===== src/hw/rtl/evs_pkg.sv =====
package evs_pkg;

  // Defaults for the top-level parameters.
  localparam int unsigned MaxChunkDefault  = 4096;
  localparam int unsigned CountBitsDefault = 48;

  // Fixed field widths.
  localparam int unsigned SampleWidth  = 16;
  localparam int unsigned IndexWidth   = 48;
  localparam int unsigned CfgIdxWidth  = 3;
  localparam int unsigned CfgDataWidth = 31;
  localparam int unsigned ThrWidth     = 31;
  localparam int unsigned PrerollWidth = 16;
  localparam int unsigned DurWidth     = 24;
  localparam int unsigned SegWidth     = 25;
  // Width of one squared sample: the largest square is exactly 2^30.
  localparam int unsigned SqWidth      = 31;

  // Register reset values.
  localparam logic                    ModeReset      = 1'b0;
  localparam logic [ThrWidth-1:0]     ThrReset       = 31'd1048576;
  localparam logic [PrerollWidth-1:0] PrerollReset   = 16'd4800;
  localparam logic [DurWidth-1:0]     HoldReset      = 24'd16000;
  localparam logic [DurWidth-1:0]     MaxSegReset    = 24'd480000;
  localparam logic [DurWidth-1:0]     OverlapReset   = 24'd0;
  localparam logic [DurWidth-1:0]     RingReset      = 24'd480000;

  // Configuration register indexes.
  typedef enum logic [CfgIdxWidth-1:0] {
    CfgMode    = 3'd0,
    CfgThrSq   = 3'd1,
    CfgPreroll = 3'd2,
    CfgHold    = 3'd3,
    CfgMaxSeg  = 3'd4,
    CfgOverlap = 3'd5,
    CfgRing    = 3'd6
  } cfg_idx_e;

  // Input operation codes.
  typedef enum logic {
    OpSample = 1'b0,
    OpFlush  = 1'b1
  } op_e;

  // Segmentation modes.
  typedef enum logic {
    ModeEnergy = 1'b0,
    ModeFixed  = 1'b1
  } mode_e;

endpackage


===== src/hw/rtl/energy_vad_segmenter.sv =====
// Energy-based voice activity segmenter. Samples (op sample) are squared and
// summed per chunk; a chunk closes on last_in_chunk or after MaxChunk samples,
// and its energy is tested against threshold_sq times the chunk length. Each
// chunk end and each flush yields one result transfer, other samples yield
// none. The block accepts one item per clock cycle when the output is taken.
// Each input passes through an input register, a stage holding the squaring
// and threshold multipliers with the chunk accumulators, and a decision
// stage that updates the speech state and fills the output register.
// No clearing pass is needed after reset.
// Configuration writes are always accepted and take effect at once; they are
// meant to be made while the block is idle.
module energy_vad_segmenter #(
  parameter int unsigned MaxChunk  = evs_pkg::MaxChunkDefault,
  parameter int unsigned CountBits = evs_pkg::CountBitsDefault
) (
  input  logic                                  clk_i,
  input  logic                                  rst_ni,
  // Configuration write channel.
  input  logic                                  cfg_valid_i,
  output logic                                  cfg_ready_o,
  input  logic [evs_pkg::CfgIdxWidth-1:0]       cfg_index_i,
  input  logic [evs_pkg::CfgDataWidth-1:0]      cfg_data_i,
  // Input channel.
  input  logic                                  in_valid_i,
  output logic                                  in_ready_o,
  input  logic                                  op_i,
  input  logic signed [evs_pkg::SampleWidth-1:0] sample_i,
  input  logic                                  last_in_chunk_i,
  // Result channel.
  output logic                                  out_valid_o,
  input  logic                                  out_ready_i,
  output logic                                  speech_active_o,
  output logic                                  vad_onset_o,
  output logic                                  vad_offset_o,
  output logic                                  segment_valid_o,
  output logic [evs_pkg::IndexWidth-1:0]        segment_start_o,
  output logic [evs_pkg::IndexWidth-1:0]        segment_end_o
);
  import evs_pkg::*;

  localparam int unsigned LenWidth = $clog2(MaxChunk + 1);
  localparam int unsigned EngWidth = LenWidth + SqWidth - 1;
  localparam int unsigned RefWidth = LenWidth + ThrWidth;
  localparam int unsigned CW       = CountBits;

  // ---------------------------------------------------------------------
  // Configuration registers.
  // ---------------------------------------------------------------------
  logic                    mode_q;
  logic [ThrWidth-1:0]     thr_q;
  logic [PrerollWidth-1:0] preroll_q;
  logic [DurWidth-1:0]     hold_q, max_seg_q, overlap_q, ring_q;

  assign cfg_ready_o = 1'b1;

  // Each write lands in the register it names; unknown indexes are dropped.
  always_ff @(posedge clk_i or negedge rst_ni) begin
    if (!rst_ni) begin
      mode_q    <= ModeReset;
      thr_q     <= ThrReset;
      preroll_q <= PrerollReset;
      hold_q    <= HoldReset;
      max_seg_q <= MaxSegReset;
      overlap_q <= OverlapReset;
      ring_q    <= RingReset;
    end else if (cfg_valid_i) begin
      unique case (cfg_index_i)
        CfgMode:    mode_q    <= cfg_data_i[0];
        CfgThrSq:   thr_q     <= cfg_data_i[ThrWidth-1:0];
        CfgPreroll: preroll_q <= cfg_data_i[PrerollWidth-1:0];
        CfgHold:    hold_q    <= cfg_data_i[DurWidth-1:0];
        CfgMaxSeg:  max_seg_q <= cfg_data_i[DurWidth-1:0];
        CfgOverlap: overlap_q <= cfg_data_i[DurWidth-1:0];
        CfgRing:    ring_q    <= cfg_data_i[DurWidth-1:0];
        default: ;
      endcase
    end
  end

  // ---------------------------------------------------------------------
  // Handshake chain: each stage advances when the one after it has room.
  // ---------------------------------------------------------------------
  logic in_valid_q, mid_valid_q, out_valid_q;
  logic out_room, fire_b, mid_room, fire_a, in_accept;

  assign out_room   = !out_valid_q || out_ready_i;
  assign fire_b     = mid_valid_q && out_room;
  assign mid_room   = !mid_valid_q || out_room;
  assign fire_a     = in_valid_q && mid_room;
  assign in_ready_o = !in_valid_q || mid_room;
  assign in_accept  = in_valid_i && in_ready_o;

  // ---------------------------------------------------------------------
  // Input register.
  // ---------------------------------------------------------------------
  logic                          in_op_q, in_last_q;
  logic signed [SampleWidth-1:0] in_sample_q;

  always_ff @(posedge clk_i or negedge rst_ni) begin
    if (!rst_ni) begin
      in_valid_q <= 1'b0;
    end else if (in_accept) begin
      in_valid_q <= 1'b1;
    end else if (fire_a) begin
      in_valid_q <= 1'b0;
    end
  end

  always_ff @(posedge clk_i) begin
    if (in_accept) begin
      in_op_q     <= op_i;
      in_sample_q <= sample_i;
      in_last_q   <= last_in_chunk_i;
    end
  end

  // ---------------------------------------------------------------------
  // Stage A: square, accumulate the chunk, count samples, form the
  // threshold reference for the chunk so far.
  // ---------------------------------------------------------------------
  logic [CW-1:0]         tw_q, tw_d;
  logic [EngWidth-1:0]   eng_q, eng_d, eng_sum;
  logic [LenWidth-1:0]   len_q, len_d, len_inc;
  logic signed [31:0]    sq_full;
  logic [RefWidth-1:0]   ref_a;
  logic                  a_flush, a_end;

  assign sq_full = in_sample_q * in_sample_q;
  assign eng_sum = eng_q + EngWidth'(sq_full[SqWidth-1:0]);
  assign len_inc = len_q + LenWidth'(1);
  assign ref_a   = RefWidth'(thr_q) * RefWidth'(len_inc);
  assign a_flush = (in_op_q == OpFlush);
  assign a_end   = in_last_q || (len_inc == LenWidth'(MaxChunk));

  always_comb begin
    tw_d  = tw_q;
    eng_d = eng_q;
    len_d = len_q;
    if (a_flush) begin
      eng_d = '0;
      len_d = '0;
    end else begin
      tw_d = (&tw_q) ? tw_q : tw_q + CW'(1);
      if (a_end) begin
        eng_d = '0;
        len_d = '0;
      end else begin
        eng_d = eng_sum;
        len_d = len_inc;
      end
    end
  end

  always_ff @(posedge clk_i or negedge rst_ni) begin
    if (!rst_ni) begin
      tw_q  <= '0;
      eng_q <= '0;
      len_q <= '0;
    end else if (fire_a) begin
      tw_q  <= tw_d;
      eng_q <= eng_d;
      len_q <= len_d;
    end
  end

  // Stage A to stage B register.
  logic                mid_flush_q, mid_end_q;
  logic [EngWidth-1:0] mid_eng_q;
  logic [LenWidth-1:0] mid_len_q;
  logic [RefWidth-1:0] mid_ref_q;
  logic [CW-1:0]       mid_tw_q;

  always_ff @(posedge clk_i or negedge rst_ni) begin
    if (!rst_ni) begin
      mid_valid_q <= 1'b0;
    end else if (fire_a) begin
      mid_valid_q <= 1'b1;
    end else if (fire_b) begin
      mid_valid_q <= 1'b0;
    end
  end

  always_ff @(posedge clk_i) begin
    if (fire_a) begin
      mid_flush_q <= a_flush;
      mid_end_q   <= a_end;
      mid_eng_q   <= eng_sum;
      mid_len_q   <= len_inc;
      mid_ref_q   <= ref_a;
      mid_tw_q    <= tw_d;
    end
  end

  // ---------------------------------------------------------------------
  // Stage B: speech state and segment decisions at a chunk end or flush.
  // ---------------------------------------------------------------------
  logic [CW-1:0]       ss_q, ss_d;
  logic                sp_q, sp_d;
  logic [DurWidth-1:0] sil_q, sil_d;
  logic [SegWidth-1:0] seg_q, seg_d;

  logic [RefWidth-1:0] eng_ext;
  logic                loud_gt, quiet_lt;
  logic [SegWidth:0]   seg_sum;
  logic [SegWidth-1:0] seg_new;
  logic [DurWidth:0]   sil_sum;
  logic [DurWidth-1:0] sil_new;
  logic [CW-1:0]       back_pre, back_ring, back_ovl, onset_start;
  logic                tw_after;
  logic                has_result;
  logic                r_onset, r_offset, r_valid;
  logic [CW-1:0]       r_s0, r_s1;

  assign eng_ext  = RefWidth'(mid_eng_q);
  assign loud_gt  = eng_ext > mid_ref_q;
  assign quiet_lt = eng_ext < mid_ref_q;
  assign tw_after = mid_tw_q > ss_q;

  // Saturating length counters.
  assign seg_sum = {1'b0, seg_q} + (SegWidth + 1)'(mid_len_q);
  assign seg_new = seg_sum[SegWidth] ? '1 : seg_sum[SegWidth-1:0];
  assign sil_sum = {1'b0, sil_q} + (DurWidth + 1)'(mid_len_q);
  assign sil_new = sil_sum[DurWidth] ? '1 : sil_sum[DurWidth-1:0];

  // Back-dated start candidates, floored at zero.
  always_comb begin
    logic [CW-1:0] pre_len;
    pre_len     = CW'(mid_len_q) + CW'(preroll_q);
    back_pre    = (mid_tw_q > pre_len) ? mid_tw_q - pre_len : '0;
    back_ring   = (mid_tw_q > CW'(ring_q)) ? mid_tw_q - CW'(ring_q) : '0;
    back_ovl    = (mid_tw_q > CW'(overlap_q)) ? mid_tw_q - CW'(overlap_q) : '0;
    onset_start = (back_pre > back_ring) ? back_pre : back_ring;
  end

  always_comb begin
    ss_d       = ss_q;
    sp_d       = sp_q;
    sil_d      = sil_q;
    seg_d      = seg_q;
    has_result = mid_flush_q || mid_end_q;
    r_onset    = 1'b0;
    r_offset   = 1'b0;
    r_valid    = 1'b0;
    r_s0       = ss_q;
    r_s1       = mid_tw_q;
    if (mid_flush_q) begin
      // Flush closes whatever is pending.
      r_offset = 1'b1;
      r_valid  = tw_after;
      ss_d     = mid_tw_q;
      sp_d     = 1'b0;
      sil_d    = '0;
      seg_d    = '0;
    end else if (mid_end_q) begin
      if (mode_q == ModeEnergy) begin
        if (!sp_q) begin
          if (loud_gt) begin
            sp_d    = 1'b1;
            r_onset = 1'b1;
            ss_d    = onset_start;
            sil_d   = '0;
            seg_d   = SegWidth'(mid_len_q);
          end
        end else begin
          seg_d = seg_new;
          if (quiet_lt) begin
            sil_d = sil_new;
            if (sil_new >= hold_q) begin
              sp_d     = 1'b0;
              r_offset = 1'b1;
              r_valid  = tw_after;
              ss_d     = mid_tw_q;
              sil_d    = '0;
              seg_d    = '0;
            end
          end else begin
            sil_d = '0;
            // Over-long segment is cut and speech carries on.
            if (seg_new >= SegWidth'(max_seg_q)) begin
              r_valid = tw_after;
              ss_d    = mid_tw_q;
              seg_d   = '0;
            end
          end
        end
      end else begin
        seg_d = seg_new;
        if (seg_new >= SegWidth'(max_seg_q)) begin
          r_valid = tw_after;
          ss_d    = back_ovl;
          seg_d   = SegWidth'(overlap_q);
        end
      end
    end
  end

  always_ff @(posedge clk_i or negedge rst_ni) begin
    if (!rst_ni) begin
      ss_q  <= '0;
      sp_q  <= 1'b0;
      sil_q <= '0;
      seg_q <= '0;
    end else if (fire_b) begin
      ss_q  <= ss_d;
      sp_q  <= sp_d;
      sil_q <= sil_d;
      seg_q <= seg_d;
    end
  end

  // ---------------------------------------------------------------------
  // Output register.
  // ---------------------------------------------------------------------
  logic [CW+IndexWidth-1:0] s0_ext, s1_ext;

  assign s0_ext = {{IndexWidth{1'b0}}, (r_valid ? r_s0 : CW'(0))};
  assign s1_ext = {{IndexWidth{1'b0}}, (r_valid ? r_s1 : CW'(0))};

  always_ff @(posedge clk_i or negedge rst_ni) begin
    if (!rst_ni) begin
      out_valid_q <= 1'b0;
    end else if (fire_b && has_result) begin
      out_valid_q <= 1'b1;
    end else if (out_ready_i) begin
      out_valid_q <= 1'b0;
    end
  end

  always_ff @(posedge clk_i) begin
    if (fire_b && has_result) begin
      speech_active_o <= sp_d;
      vad_onset_o     <= r_onset;
      vad_offset_o    <= r_offset;
      segment_valid_o <= r_valid;
      segment_start_o <= s0_ext[IndexWidth-1:0];
      segment_end_o   <= s1_ext[IndexWidth-1:0];
    end
  end

  assign out_valid_o = out_valid_q;

endmodule


===== config.mk =====
export PLATFORM = sky130hd
export DESIGN_NAME = energy_vad_segmenter
export DESIGN_NICKNAME = d
export VERILOG_FILES = /design/src/hw/rtl/evs_pkg.sv /design/src/hw/rtl/energy_vad_segmenter.sv
export SDC_FILE = /design/constraint.sdc
export NUM_CORES = 2
export LEC_CHECK = 0
export ABC_AREA = 0
export BUFFER_PORTS_ARGS = -buffer_cell sky130_fd_sc_hd__buf_2
export CAP_MARGIN = 20
export CELL_PAD_IN_SITES_DETAIL_PLACEMENT = 0
export CELL_PAD_IN_SITES_GLOBAL_PLACEMENT = 1
export CORE_MARGIN = 5
export CORE_UTILIZATION = 51
export CTS_BUF_LIST = sky130_fd_sc_hd__clkbuf_16
export CTS_CLUSTER_SIZE = 25
export DETAILED_ROUTE_END_ITERATION = 12
export PLACE_DENSITY = 0.88
export SKIP_CTS_REPAIR_TIMING = 1
export SLEW_MARGIN = 20
export SYNTH_ARGS = -nofsm -noshare
export SYNTH_HDL_FRONTEND = slang
export SYNTH_SLANG_ARGS = --single-unit

===== constraint.sdc =====
create_clock -name clk_i -period 9.6 [get_ports clk_i]
set_input_delay 1.92 -clock clk_i [delete_from_list [all_inputs] [get_ports clk_i]]
set_output_delay 1.92 -clock clk_i [all_outputs]
set_load 0.02 [all_outputs]

==> flow_metrics.tcl <==
set metrics [dict create \
    worst_min_path_start "r_s0[11]" \
    timing.critical_path.arrival_ns 9.43 \
    worst_r2r_startpoint "in_sample_q[13]" \
    worst-setup-path-type "register to register" \
    drt_first_iter_violations 4028 \
    core_area_um2 118000 \
    clock_buffer_count_from_cts 73 \
    place.port_buffers 158 \
    cts.htree.levels 3 \
    routed_via_density 5.96 \
    achievable-frequency_mhz 113 \
    synth_async_sr_flop_share 0.566 \
    grt_start_max_net_pins 129 \
    synth_commonest_cells "864 x inv_1, 707 x nand2_1, 552 x fa_1" \
    cp_max_fo 10 \
    critical_path.startpoint_type "register" \
    post_synth_main_area_contributors "fa_1 18%, dfrtp_1 13%, edfxtp_1 13%" \
    rsz0062_at_grt "no" \
    io-pin-count 160 \
    yosys_warnings 0 \
    maxSlewHeadroom 0.293 \
    post-place-cells 7938 \
    synth_edf_count 268 \
    cpLargestDelayFamily "adder cells" \
    share_of_post_route_cells_with_drive_strength_above_1 0.0953 \
    worst_clock_skew_ns 0.0320 \
    total_of_endpoints_with_negative_setup_slack_in_the_final_report 0 \
    layout_worst_path_cycle_share 0.920 \
    cts_tree "done" \
    insertion_delay_of_the_later_clocked_pin_in_the_worst_skew_pair_ns 0.69 \
    synth_top_cell_area_share 0.182 \
    cp_num_buf_inv 4 \
    std_cell_rows 126 \
    synth_flop_cell "dfrtp_1" \
    hold_end "r_s0[11]" \
    worst_ep_required_time_ns 10.19 \
    die_width_um 355 \
    deepest_clock_path_buffer_count 3 \
    routed_wirelength_um 173000 \
    initial_utilization 0.514 \
    vert_die_dim_um 355 \
    final_cell_count_no_fill 8076 \
    antenna_found_initial 9 \
    cp-end-kind "register" \
    dp_hpwl_um 132000 \
    synth_most_common_cell "inv_1" \
    num_vias 48100 \
    drt_pre_antenna_iters 6 \
    gp_congestion 0.968 \
    hold_depth 2 \
    synthCells 6425 \
    postSynthAreaPerCell_um2 9.44 \
    cts-root-buf "clkbuf_16" \
    drv.max_cap_violation_count 0 \
    path_clk_slew_ns 0.06 \
    synth-seq-cells 617 \
    path_type_of_the_worst_min_delay_path "register to register" \
    cp_slowest_stage_delay_ns 0.63 \
    grt_overflow 0 \
    synthesis.area_um2 60600 \
    setup_total_negative_slack_ns 0 \
    outcome "completed" \
    path_common_cell "fa_1" \
    synth_top_cell_by_area "fa_1" \
    synth.distinct_cells 100 \
    endpoints_failing_hold 0 \
    r2r-end "eng_q[41]" \
    route.detailed.drc 0 \
    grt_use_total 0.275 \
    timing.critical_path.slowest_stage_cell "edfxtp_1" \
    detail_route.wl_per_cell_um 21.5 \
    die-area_um2 126000 \
    ff2ff_setup_slack_ns 0.76 \
    grt_pass1_wl_um 275000 \
    slew_violations 0 \
    timing.final.crit_period_ns 8.84 \
    first_global_vias 49400 \
    max_slew.worst_pin.slew_ns 1.06 \
    postSynthNetCount 7539 \
    layout.nets 7592 \
    yosysSeqAreaShare 0.277 \
    cts.sinks 617 \
    reg2regPathDepth 31 \
    areaGrowthSynthToFinish_pct 8.58 \
    postRouteAntennaNets 0 \
]
==> kinds of logic after synthesis <==
| family | Yosys count | synth area share |
|---|---|---|
| mux | 133 | 0.0245 |
| flops | 617 | 0.277 |
| xor+xnor | 355 | 0.0513 |
| fa+ha+maj | 1057 | 0.286 |
| simple gates | 1917 | 0.155 |
| other cells | 1 | 0.0000618 |
| buf+inv | 1141 | 0.0716 |
| compound gates | 1204 | 0.133 |
==> stage by stage <==
stage / setup WS, ns / hold WS (ns) / utilization / cell area [um^2]
final: 0.764 / 0.491 / 0.558 / 65900
after global placement: 1.09 / 0.467 / 0.535 / 63200
after detailed placement: 0.752 / 0.475 / 0.535 / 63200
after floorplan: 1.55 / 0.450 / - / 60600
after CTS: 0.718 / 0.488 / 0.557 / 65800
after global routing: 0.0293 / 0.514 / 0.558 / 65900
==> per-layer routing <==
metal / part of all wire / global-route usage / up-vias
met5: 0 / 0 / -
met4: 0.047 / 0.112 / 0
met3: 0.064 / 0.0425 / 423
met2: 0.47 / 0.457 / 1694
met1: 0.42 / 0.362 / 24000
li1: - / - / 22000
==> registers in the layout, summed over array words and instances, names as in the netlist, 24 cells and up <==
name	flops
hold_q	24
tw_q	48
segment_start_o	48
r_s0	48
mid_ref_q	44
seg_q	25
mid_eng_q	43
thr_q	31
segment_end_o	48
ring_q	24
overlap_q	24
sil_q	24
mid_tw_q	48
max_seg_q	24
eng_q	43
==> layout make-up <==
type,count,area (um^2)
Fill cell,10400,52200
Multi-Input combinational cell,4667,39700
Sequential cell,617,16800
Inverter,865,3260
Clock buffer,77,1930
Tap cell,1536,1920
Timing Repair Buffer,254,1580
Clock inverter,59,688
Antenna cell,1,2.50
==> worst max path at each step <==
stage,endpoint,cells after the start,start
after detailed placement,eng_q[41],31,in_sample_q[13]
after global routing,eng_q[41],28,in_sample_q[13]
after floorplan,eng_q[41],29,in_sample_q[1]
final,eng_q[41],31,in_sample_q[13]
after global placement,eng_q[41],26,in_sample_q[1]
after CTS,eng_q[41],31,in_sample_q[13]
==> cells in the final DEF, fill, tap and decap left out, drive strengths merged, types with 38 or more instances in the layout <==
| cell type | count |
|---|---|
| a22o | 64 |
| and3 | 45 |
| a211oi | 48 |
| a31oi | 45 |
| buf | 254 |
| nor4 | 88 |
| nor4b | 41 |
| and2 | 165 |
| ha | 505 |
| o21ai | 263 |
| a21o | 117 |
| nor3 | 102 |
| fa | 552 |
| dfrtp | 324 |
| clkbuf | 77 |
| nand3 | 115 |
| a21oi | 281 |
| nor2 | 341 |
| o211ai | 43 |
| nand4 | 70 |
| nor2b | 70 |
| nand2 | 707 |
| edfxtp | 268 |
| xnor2 | 211 |
| o21a | 42 |
| mux2 | 123 |
| or3 | 38 |
| xor2 | 144 |
| inv | 881 |
==> worst min-delay path: stages, from the launching register on <==
cell and delay [ns]:
dfrtp_1 0.35, nand2_1 0.05, o21ai_0 0.06
Power is left out: the tool's default activity adds up to more than one toggle a clock period on the data nets, which glitch-free logic cannot reach.
